===== src/rtl/core/xti_pkg.sv =====
`timescale 1ns / 1ps
// Package for the XML tag indenter: item structs, character codes, tag kinds
// and small helpers. It has no dependencies.
package xti_pkg;

  typedef struct packed {
    logic       action;
    logic [7:0] text_byte;
  } in_item_t;

  typedef struct packed {
    logic [7:0] out_char;
    logic       run_last;
  } out_item_t;

  typedef enum logic [1:0] {
    KIND_OPEN    = 2'd0,
    KIND_CLOSE   = 2'd1,
    KIND_COMMENT = 2'd2,
    KIND_VERSION = 2'd3
  } tag_kind_e;

  localparam int unsigned MAX_LEVEL_DEF = 14;
  localparam int unsigned WIDTH_CAP     = 4;
  localparam int unsigned LEVEL_W       = 6;
  localparam int unsigned INDENT_W      = 3;

  localparam logic [INDENT_W-1:0]       INDENT_RST = INDENT_W'(WIDTH_CAP);
  localparam logic signed [LEVEL_W-1:0] LEVEL_MIN  = 6'sb100000;
  localparam logic signed [LEVEL_W-1:0] LEVEL_RST  = -6'sd1;

  localparam logic        ACT_TEXT = 1'b0;
  localparam logic        ACT_END  = 1'b1;

  localparam logic [7:0] CH_LT    = 8'h3C;
  localparam logic [7:0] CH_GT    = 8'h3E;
  localparam logic [7:0] CH_SLASH = 8'h2F;
  localparam logic [7:0] CH_BANG  = 8'h21;
  localparam logic [7:0] CH_QUEST = 8'h3F;
  localparam logic [7:0] CH_NL    = 8'h0A;
  localparam logic [7:0] CH_TAB   = 8'h09;
  localparam logic [7:0] CH_SPACE = 8'h20;

  function automatic logic is_ws(input logic [7:0] ch);
    return (ch == CH_NL) || (ch == CH_TAB) || (ch == CH_SPACE);
  endfunction

  // One level down, holding at the lowest level.
  function automatic logic signed [LEVEL_W-1:0] level_dn(
      input logic signed [LEVEL_W-1:0] lvl);
    return (lvl != LEVEL_MIN) ? lvl - 6'sd1 : lvl;
  endfunction

endpackage


===== src/rtl/core/xml_tag_indenter_top.sv =====
`timescale 1ns / 1ps
// XML tag indenter top level, depends on xti_pkg: parses one text byte per
// transaction and emits the reformatted characters one per cycle while not stalled.
//
//  Channel  Direction  Handshake          Payload
//  in       input      in_valid/in_stall  xti_pkg::in_item_t  (action, text_byte)
//  out      output     out_valid/out_stall xti_pkg::out_item_t (out_char, run_last)
//  cfg      input      cfg_valid/cfg_ready indent width, 3 bits
//
// An input transaction is parsed in the cycle it is accepted; the characters it
// causes are then sent by the output sequencer, which stalls the input until the
// last of them is sent. An item without results does not stall the input.
// The single character path of the sequencer (newline, space run, tail bytes)
// sets the rate. Stall on the output freezes the sequencer; the output register
// lets the next input be taken while the last character still waits.
// Reset is asynchronous and active low; an end item also clears the parser
// state but keeps the indent width.
module xml_tag_indenter_top #(
  parameter int unsigned MAX_LEVEL = xti_pkg::MAX_LEVEL_DEF
) (
  input  logic                       clk_i,
  input  logic                       rst_ni,
  input  logic                       in_valid_i,
  output logic                       in_stall_o,
  input  xti_pkg::in_item_t          in_data_i,
  output logic                       out_valid_o,
  input  logic                       out_stall_i,
  output xti_pkg::out_item_t         out_data_o,
  input  logic                       cfg_valid_i,
  output logic                       cfg_ready_o,
  input  logic [xti_pkg::INDENT_W-1:0] cfg_data_i
);
  import xti_pkg::*;

  localparam int unsigned LvlW = $clog2(MAX_LEVEL + 1);
  localparam int unsigned SpcW = $clog2(MAX_LEVEL * WIDTH_CAP + 1);
  localparam logic signed [LEVEL_W-1:0] LvlMax = LEVEL_W'(MAX_LEVEL);

  localparam logic ST_IDLE = 1'b0;
  localparam logic ST_EMIT = 1'b1;

  // Parser state.
  logic [INDENT_W-1:0]       indent_q;
  logic [7:0]                prev_q, prev_d, pprev_q, pprev_d;
  logic                      close_open_q, close_open_d;
  logic                      after_close_q, after_close_d;
  tag_kind_e                 kind_q, kind_d;
  logic signed [LEVEL_W-1:0] level_q, level_d;
  logic                      first_q, first_d;
  logic                      skip_q, skip_d;
  logic                      lt_q, lt_d;

  // Output sequencer.
  logic                      state_q, state_d;
  logic                      nl_q, nl_d;
  logic [SpcW-1:0]           spc_q, spc_d;
  logic [1:0]                tail_q, tail_d;
  logic [7:0]                t0_q, t0_d, t1_q, t1_d;
  logic                      out_valid_q, out_valid_d;
  out_item_t                 out_q, out_d;

  logic                      in_acc, step;
  logic [7:0]                a;
  logic [INDENT_W-1:0]       w_eff;

  // Plan of one item's characters.
  logic                      p_nl;
  logic [SpcW-1:0]           p_spc;
  logic [1:0]                p_tail;
  logic [7:0]                p_t0, p_t1;

  logic                      nl_req, nl_comment, to_tag, ac;
  logic signed [LEVEL_W-1:0] nl_base, n2, lvl_up, lvl_t;

  assign in_stall_o  = (state_q == ST_EMIT);
  assign in_acc      = in_valid_i && !in_stall_o;
  assign cfg_ready_o = 1'b1;
  assign out_valid_o = out_valid_q;
  assign out_data_o  = out_q;
  assign step        = (state_q == ST_EMIT) && (!out_valid_q || !out_stall_i);
  assign a           = in_data_i.text_byte;
  assign w_eff       = (indent_q > INDENT_W'(WIDTH_CAP)) ? INDENT_W'(WIDTH_CAP) : indent_q;
  assign lvl_up      = (level_q < LvlMax) ? level_q + 6'sd1 : level_q;

  always_comb begin
    prev_d        = prev_q;
    pprev_d       = pprev_q;
    close_open_d  = close_open_q;
    after_close_d = after_close_q;
    kind_d        = kind_q;
    level_d       = level_q;
    first_d       = first_q;
    skip_d        = skip_q;
    lt_d          = lt_q;
    p_nl          = 1'b0;
    p_spc         = '0;
    p_tail        = 2'd0;
    p_t0          = CH_NL;
    p_t1          = CH_NL;
    nl_req        = 1'b0;
    nl_comment    = 1'b0;
    nl_base       = level_q;
    to_tag        = 1'b0;
    ac            = after_close_q;
    n2            = '0;
    lvl_t         = level_q;

    if (in_data_i.action == ACT_END) begin
      if (lt_q) begin
        p_tail = 2'd2;
        p_t0   = CH_LT;
        p_t1   = CH_NL;
      end else begin
        p_tail = 2'd1;
        p_t0   = CH_NL;
      end
      prev_d        = '0;
      pprev_d       = '0;
      close_open_d  = 1'b0;
      after_close_d = 1'b0;
      kind_d        = KIND_OPEN;
      level_d       = LEVEL_RST;
      first_d       = 1'b1;
      skip_d        = 1'b0;
      lt_d          = 1'b0;
    end else if (lt_q) begin
      lt_d   = 1'b0;
      p_tail = 2'd2;
      p_t0   = CH_LT;
      p_t1   = a;
      if (a == CH_SLASH) begin
        if (prev_q == CH_GT && (pprev_q == CH_SLASH || kind_q == KIND_CLOSE)) begin
          nl_req  = 1'b1;
          nl_base = level_q;
        end
        kind_d       = KIND_CLOSE;
        close_open_d = 1'b1;
      end else begin
        if (a == CH_BANG) begin
          kind_d     = KIND_COMMENT;
          nl_req     = 1'b1;
          nl_comment = 1'b1;
          nl_base    = lvl_up;
        end else if (a == CH_QUEST) begin
          kind_d = KIND_VERSION;
        end else begin
          kind_d  = KIND_OPEN;
          nl_req  = 1'b1;
          nl_base = lvl_up;
        end
        pprev_d = prev_q;
        prev_d  = CH_LT;
      end
    end else begin
      if (skip_q) begin
        if (!is_ws(a)) begin
          skip_d = 1'b0;
          to_tag = 1'b1;
        end
      end else if (prev_q == CH_QUEST && a == CH_GT) begin
        p_tail = 2'd2;
        p_t0   = CH_GT;
        p_t1   = CH_NL;
      end else begin
        ac            = after_close_q || (close_open_q && a == CH_GT);
        after_close_d = ac;
        if (ac && is_ws(a)) begin
          skip_d = skip_q;
        end else if (!ac && a == CH_NL) begin
          skip_d = 1'b1;
        end else if (prev_q == CH_GT && pprev_q == CH_SLASH && is_ws(a)) begin
          skip_d = 1'b1;
        end else begin
          to_tag = 1'b1;
        end
      end
      if (to_tag) begin
        if (a == CH_LT) begin
          after_close_d = 1'b0;
          lt_d          = 1'b1;
        end else begin
          lvl_t = level_q;
          if (close_open_q && a == CH_GT && kind_q != KIND_COMMENT) begin
            close_open_d = 1'b0;
            lvl_t        = level_dn(lvl_t);
          end
          if (a == CH_GT && prev_q == CH_SLASH) begin
            lvl_t = level_dn(lvl_t);
          end
          level_d = lvl_t;
          p_tail  = 2'd1;
          p_t0    = a;
          pprev_d = prev_q;
          prev_d  = a;
        end
      end
    end

    // New line with indentation: a negative level is raised to zero first.
    if (nl_req) begin
      n2      = nl_base[LEVEL_W-1] ? '0 : nl_base;
      p_nl    = !first_q;
      first_d = 1'b0;
      p_spc   = SpcW'(n2[LvlW-1:0]) * SpcW'(w_eff);
      level_d = nl_comment ? n2 - 6'sd1 : n2;
    end
  end

  always_comb begin
    state_d     = state_q;
    nl_d        = nl_q;
    spc_d       = spc_q;
    tail_d      = tail_q;
    t0_d        = t0_q;
    t1_d        = t1_q;
    out_valid_d = out_valid_q && out_stall_i;
    out_d       = out_q;
    if (in_acc) begin
      nl_d   = p_nl;
      spc_d  = p_spc;
      tail_d = p_tail;
      t0_d   = p_t0;
      t1_d   = p_t1;
      if (p_nl || p_spc != '0 || p_tail != 2'd0) begin
        state_d = ST_EMIT;
      end
    end else if (step) begin
      out_valid_d = 1'b1;
      if (nl_q) begin
        nl_d           = 1'b0;
        out_d.out_char = CH_NL;
        out_d.run_last = (spc_q == '0) && (tail_q == 2'd0);
      end else if (spc_q != '0) begin
        spc_d          = spc_q - SpcW'(1);
        out_d.out_char = CH_SPACE;
        out_d.run_last = (spc_q == SpcW'(1)) && (tail_q == 2'd0);
      end else begin
        tail_d         = tail_q - 2'd1;
        t0_d           = t1_q;
        out_d.out_char = t0_q;
        out_d.run_last = (tail_q == 2'd1);
      end
      if (out_d.run_last) begin
        state_d = ST_IDLE;
      end
    end
  end

  always_ff @(posedge clk_i or negedge rst_ni) begin
    if (!rst_ni) begin
      indent_q      <= INDENT_RST;
      prev_q        <= '0;
      pprev_q       <= '0;
      close_open_q  <= 1'b0;
      after_close_q <= 1'b0;
      kind_q        <= KIND_OPEN;
      level_q       <= LEVEL_RST;
      first_q       <= 1'b1;
      skip_q        <= 1'b0;
      lt_q          <= 1'b0;
      state_q       <= ST_IDLE;
      nl_q          <= 1'b0;
      spc_q         <= '0;
      tail_q        <= 2'd0;
      t0_q          <= '0;
      t1_q          <= '0;
      out_valid_q   <= 1'b0;
      out_q         <= '0;
    end else begin
      if (cfg_valid_i && cfg_ready_o) begin
        indent_q <= cfg_data_i;
      end
      if (in_acc) begin
        prev_q        <= prev_d;
        pprev_q       <= pprev_d;
        close_open_q  <= close_open_d;
        after_close_q <= after_close_d;
        kind_q        <= kind_d;
        level_q       <= level_d;
        first_q       <= first_d;
        skip_q        <= skip_d;
        lt_q          <= lt_d;
      end
      state_q     <= state_d;
      nl_q        <= nl_d;
      spc_q       <= spc_d;
      tail_q      <= tail_d;
      t0_q        <= t0_d;
      t1_q        <= t1_d;
      out_valid_q <= out_valid_d;
      out_q       <= out_d;
    end
  end

  // The sequencer never sits busy with nothing left to send.
  a_busy_has_work: assert property (@(posedge clk_i) disable iff (!rst_ni)
    state_q == ST_EMIT |-> (nl_q || spc_q != '0 || tail_q != 2'd0))
    else $error("sequencer busy without pending characters");

  // A character that is not the last of its transaction is followed at once.
  a_run_continues: assert property (@(posedge clk_i) disable iff (!rst_ni)
    out_valid_o && !out_stall_i && !out_data_o.run_last |=> out_valid_o)
    else $error("gap inside a character run");

  a_run_owns_seq: assert property (@(posedge clk_i) disable iff (!rst_ni)
    out_valid_o && !out_data_o.run_last |-> state_q == ST_EMIT)
    else $error("run not finished but sequencer idle");

  a_level_cap: assert property (@(posedge clk_i) disable iff (!rst_ni)
    level_q <= LvlMax)
    else $error("nesting level above its limit");

  a_lt_skip: assert property (@(posedge clk_i) disable iff (!rst_ni)
    !(lt_q && skip_q))
    else $error("pending tag open while skipping whitespace");

endmodule

===== config.mk =====
export PLATFORM = sky130hd
export DESIGN_NAME = xml_tag_indenter_top
export DESIGN_NICKNAME = d
export VERILOG_FILES = /design/src/rtl/core/xti_pkg.sv /design/src/rtl/core/xml_tag_indenter_top.sv
export SDC_FILE = /design/constraint.sdc
export NUM_CORES = 1
export LEC_CHECK = 0
export BUFFER_PORTS_ARGS = -buffer_cell sky130_fd_sc_hd__buf_2
export CELL_PAD_IN_SITES_DETAIL_PLACEMENT = 0
export CELL_PAD_IN_SITES_GLOBAL_PLACEMENT = 1
export CORE_MARGIN = 2
export CORE_UTILIZATION = 25
export CTS_CLUSTER_SIZE = 8
export DETAILED_ROUTE_END_ITERATION = 8
export GPL_ROUTABILITY_DRIVEN = 0
export PLACE_DENSITY = 0.54
export SKIP_LAST_GASP = 1
export SYNTH_ARGS = -nofsm -noshare
export SYNTH_HDL_FRONTEND = slang
export SYNTH_SLANG_ARGS = --single-unit

===== constraint.sdc =====
create_clock -name clk_i -period 4.6 [get_ports clk_i]
set_input_delay 0.23 -clock clk_i [delete_from_list [all_inputs] [get_ports clk_i]]
set_output_delay 0.23 -clock clk_i [all_outputs]
set_load 0.05 [all_outputs]

Yosys cells after proc, flatten, opt, wreduce, memory -nomap -nowiden
Index checks and enable logic that the tools add are counted.
Operators by class
  add/sub/neg operators: 6
  multipliers: 1
  divide/modulo/power cells: 0
  order comparisons: 2
  eq/ne operators: 27
  shift-type cells: 0
  mux-type cells: 123
  bitwise operators: 1
  reduce and logical (&&, ||, !) cells: 49
Operators with widths (count)
  $mux W6: 28
  $mux W8: 20
  $eq A8 B6 Y1 const B: 10
  $mux W1: 53
  $mux W9: 4
  $mux W2: 16
  $eq A8 B4 Y1 const B: 2
  $logic_and A1 B1 Y1: 14
  $ne A6 B6 Y1 const B: 2
  $reduce_bool A2 Y1: 6
  $reduce_bool A6 Y1: 2
  $sub A6 B2 Y6 const B: 2
  $ne A3 B3 Y1 const B: 3
  $reduce_and A3 Y1: 3
  $reduce_bool A3 Y1: 3
  $reduce_and A2 Y1: 4
  $reduce_and A4 Y1: 2
  $logic_or A1 B1 Y1: 7
  $add A6 B2 Y6 const B: 1
  $eq A6 B1 Y1 const B: 1
  $logic_not A6 Y1: 1
  $lt A6 B5 Y1 const B: 1
  $mul A4 B3 Y6: 1
  $ne A2 B2 Y1 const B: 3
  other kinds (13): 20
Word-level totals
  flip-flop bits (word level): 68
  latch bits: 0
  bits in writable memories: 0
  ROM bits: 0
  input bits: 17
  output and inout port bits: 12
  logic and storage cells: 228
  memories kept: 0

Longest topological paths before layout
  word-level depth: 22
  gate-level depth with buffers: 15

Least setup slack after synthesis
OpenSTA, ideal clock, no wires.
  path kind: register -> register
  start point: register level_q[0]
  end point: register spc_q[5]
  setup time: 0.137 ns
  arrival time: 3.522 ns
  data required time: 4.463 ns
  path slack: 0.942 ns
  cell stages (with the launch flop): 15
  path buffers: 1
  cell sequence: dfstp_2 -> clkbuf_1 -> inv_1 -> ha_1 -> or3b_2 -> a21oi_1 -> nand2_1 -> fa_1 -> inv_1 -> ha_1 -> a21o_1 -> a21oi_1 -> xor2_1 -> xnor2_1 -> o22ai_1
Between the ends
  cells in the longest elaborated chain, start to end: 11
  elaborated cells between the ends (all ways): 12
  those cells by class: add/sub: 1; mul: 1; order compare: 1; mux: 9
RTL lines
  start: declaration: RTL line xml_tag_indenter_top.sv:48  | logic signed [LEVEL_W-1:0] level_q, level_d;
  start signal: assignment: RTL line xml_tag_indenter_top.sv:279  | level_q <= level_d;
  $add A6 B2 Y6 or $lt A6 B5 Y1 (tied branches): RTL line xml_tag_indenter_top.sv:83  | assign lvl_up = (level_q < LvlMax) ? level_q + 6'sd1 : level_q;
  $mux W6: RTL line xml_tag_indenter_top.sv:83
  $mux W6: RTL line xml_tag_indenter_top.sv:144  | end else if (a == CH_QUEST) begin
  $mux W6: RTL line xml_tag_indenter_top.sv:139  | if (a == CH_BANG) begin
  $mux W6: RTL line xml_tag_indenter_top.sv:131  | if (a == CH_SLASH) begin
  $mux W6: RTL line xml_tag_indenter_top.sv:126  | end else if (lt_q) begin
  $mux W6 *: RTL line xml_tag_indenter_top.sv:108  | if (in_data_i.action == ACT_END) begin
  $mux W5 *: RTL line xml_tag_indenter_top.sv:201  | n2 = nl_base[LEVEL_W-1] ? '0 : nl_base;
  $mul A4 B3 Y6 *: RTL line xml_tag_indenter_top.sv:204  | p_spc = SpcW'(n2[LvlW-1:0]) * SpcW'(w_eff);
  $mux W6 *: RTL line xml_tag_indenter_top.sv:200  | if (nl_req) begin
  $mux W6 *: RTL line xml_tag_indenter_top.sv:218  | if (in_acc) begin
  end signal: assignment: RTL line xml_tag_indenter_top.sv:286  | spc_q <= spc_d;
  end: declaration: RTL line xml_tag_indenter_top.sv:56  | logic [SpcW-1:0] spc_q, spc_d;
Mark *: on every way between the ends. The rest lies on a longest branch, timed or not.
A chain may end at the register's enable or synchronous reset.

Worst setup path in the final report
Ends and elaborated chain as after synthesis.

==> impl_metrics.ini <==
[status]
outcome = finished, final reports clean

[worst_setup_path]
crit_type = flip-flop to flip-flop
cp_slowest_stage_delay_ns = 0.63
endpoint_kind = flip-flop
path_delay_family = adder cells
cp-start-kind = flip-flop
slowest_stage = dfstp_2
worstPathArrival_ns = 3.96
path_cells = inv_1 > ha_1 > or3b_2 > a21oi_1 > nand2_1 > fa_1 > inv_1 > ha_1 > a21o_1 > a21oi_1 > xor2_1 > xnor2_1 > o22ai_1
worstPathRequired_ns = 4.81
path_max_fanout = 10
worst-path-buf-inv = 2

[clock_network]
cts_hold_buf = 0
h-tree-depth = 3
path_clk_slew_ns = 0.06
post_cts_resize_count = 0
cts_buffers = 9
clkLatencyLatePin_ns = 0.34
cts_setup_buffers = 0
clockRootBuffer = clkbuf_16
clock-sinks = 68
cts_tree = built
clk_path_buf_depth = 2

[sta]
rsz0062_at_grt = false
drv_slew = 0
relSlewSlack = 0.261
finalSetupViolCount = 0
finalCritPeriodShare = 0.815
fmax_mhz = 267
holdWs_ns = 0.101
layout_min_cycle_time_ns = 3.75
fin_skew_ns = 0.00493
setup_tns_ns = 0
hold_violations = 0
tightest_slew_ns = 1.11

[synthesis]
synth_area_um2 = 4370
syn_avg_cell_area_um2 = 8.78
synth_xor_xnor_area_share = 0.0280
synth_top_family_by_area = simple AND/OR/NAND/NOR gates
synth_top_cell_area_share = 0.343
synth-edff-count = 0
yosysTopAreaCell = dfrtp_1
async_reset_ff_frac = 1.00
yosysMostFrequentCell = nand2_1
synth_area_leaders = dfrtp_1, nand2_1, dfstp_2, ha_1, o21ai_0
yosys_warnings = 0
yosys-mux-area-fraction = 0.0146
syn_nets = 534
ys.flop_type = dfrtp_1
ys_ff_latch = 68
synth_cell_types = 74
synth-simple-area-share = 0.250
ys_seq_area_frac = 0.391
synth_common_cells = nand2_1, dfrtp_1, nor2_1
synthCells = 498
yosys.area_share.adder = 0.0595
synth_compound_area_frac = 0.205

[floorplan]
ioPinCount = 29
start_util = 0.255
fp.dieH_um = 136
design.die.area_um2 = 18600
die_w_um = 136
fp.coreArea_um2 = 17200
fp-row-count = 48

[routing]
routedWlPerCell_um = 17.0
ant_nets = 0
dr.pass1.iters = 5
first_iter_violations = 192
routed_wl_um = 12700
vias = 3806
avgViaCountPerCell = 5.10
drc = 0

[global_routing]
grt_pass1_vias = 3805
overflow = 0
grt_max_degree = 69
grt_usage = 0.145
antenna_found_initial = 0
grt_pass1_wl_um = 20800

[pwr]
ir_drop_uv = 193
power_density_nw_per_um2 = 525
static-leakage-power_nw = 2.15

[final_layout]
postLayoutCellArea_um2 = 5030
area_growth_pct = 15.1
diodes = 0
layout.nets = 552
drive_above_1_share = 0.140

[place]
dpl.hpwl_um = 9030
dpl-instance-area_um2 = 4710
portBuffers = 27

[min_path]
hp-class = input pin to asynchronous set/reset pin

[run]
drv_cap = 0
layer usage:
layer  up-vias  track usage  part of all wire
li1       1845            -                 -
met1      1843        0.197              0.48
met2       103        0.230              0.46
met3        15       0.0283             0.045
met4         0       0.0515             0.019
met5         -            0                 0
cell usage in the layout (no fill, tap or decap), drive strengths merged, types with 6 or more instances in the layout:
cell,n
a21oi,24
a22o,9
a31oi,8
and2,9
and3,6
buf,35
clkbuf,9
dfrtp,60
dfstp,8
ha,16
inv,23
nand2,73
nand2b,13
nand3,10
nand4,8
nor2,32
nor3,14
nor4,10
o21ai,31
o22ai,7
o31ai,11
xnor2,9
stage by stage:
step                power [mW]  std cells  setup slack [ns]  utilization
floorplan                 1.62        498             0.942            -
global placement          1.86        730             0.858        0.274
detailed placement        1.88        730             0.858        0.274
CTS                       2.67        746             0.870        0.293
global route              2.85        746             0.577        0.293
finish                    2.64        746             0.851        0.293
sequential cells by signal, summed over array words and instances (netlist names), 2 cells and up:
name        flops
out_data_o      9
level_q         6
prev_q          8
t1_q            8
pprev_q         8
t0_q            8
indent_q        3
kind_q          2
spc_q           6
tail_q          2
final cells by class:
| type | instances | area (um^2) |
|---|---|---|
| Tap cell | 225 | 282 |
| Inverter | 22 | 82.6 |
| Clock inverter | 7 | 98.8 |
| Fill cell | 1868 | 12100 |
| Clock buffer | 9 | 225 |
| Timing Repair Buffer | 35 | 195 |
| Sequential cell | 68 | 1710 |
| Multi-Input combinational cell | 380 | 2440 |
cells by family after synthesis:
kind of cell / after synthesis
AO/OA/AOI/OAI: 130
XOR/XNOR: 14
adder cells (fa/ha/maj): 19
buffers and inverters: 50
flip-flops: 68
multiplexers: 6
other: 1
AND/OR/NAND/NOR: 210
worst paths after layout:
kind	startpoint	slack [ns]	to	cells past startpoint
min in group clk_i	cfg_data_i[1]	0.12	indent_q[1]	2
worst min-delay path	rst_ni	0.10	pprev_q[4]	2
worst max register to register	level_q[0]	0.85	spc_q[5]	13
max in group asynchronous	rst_ni	3.89	indent_q[1]	2
worst max-delay path	level_q[0]	0.85	spc_q[5]	13
worst min register to register	t1_q[2]	0.46	t1_q[2]	2
report_power, final:
| group | switching [mW] | internal (mW) | leakage (nW) |
|---|---|---|---|
| Combinational | 0.528 | 0.343 | 1.15 |
| Sequential | 0.188 | 0.815 | 0.844 |
| Clock | 0.292 | 0.478 | 0.156 |
| Total | 1.01 | 1.64 | 2.15 |
Note: power is estimated with default switching activity, not from simulation.
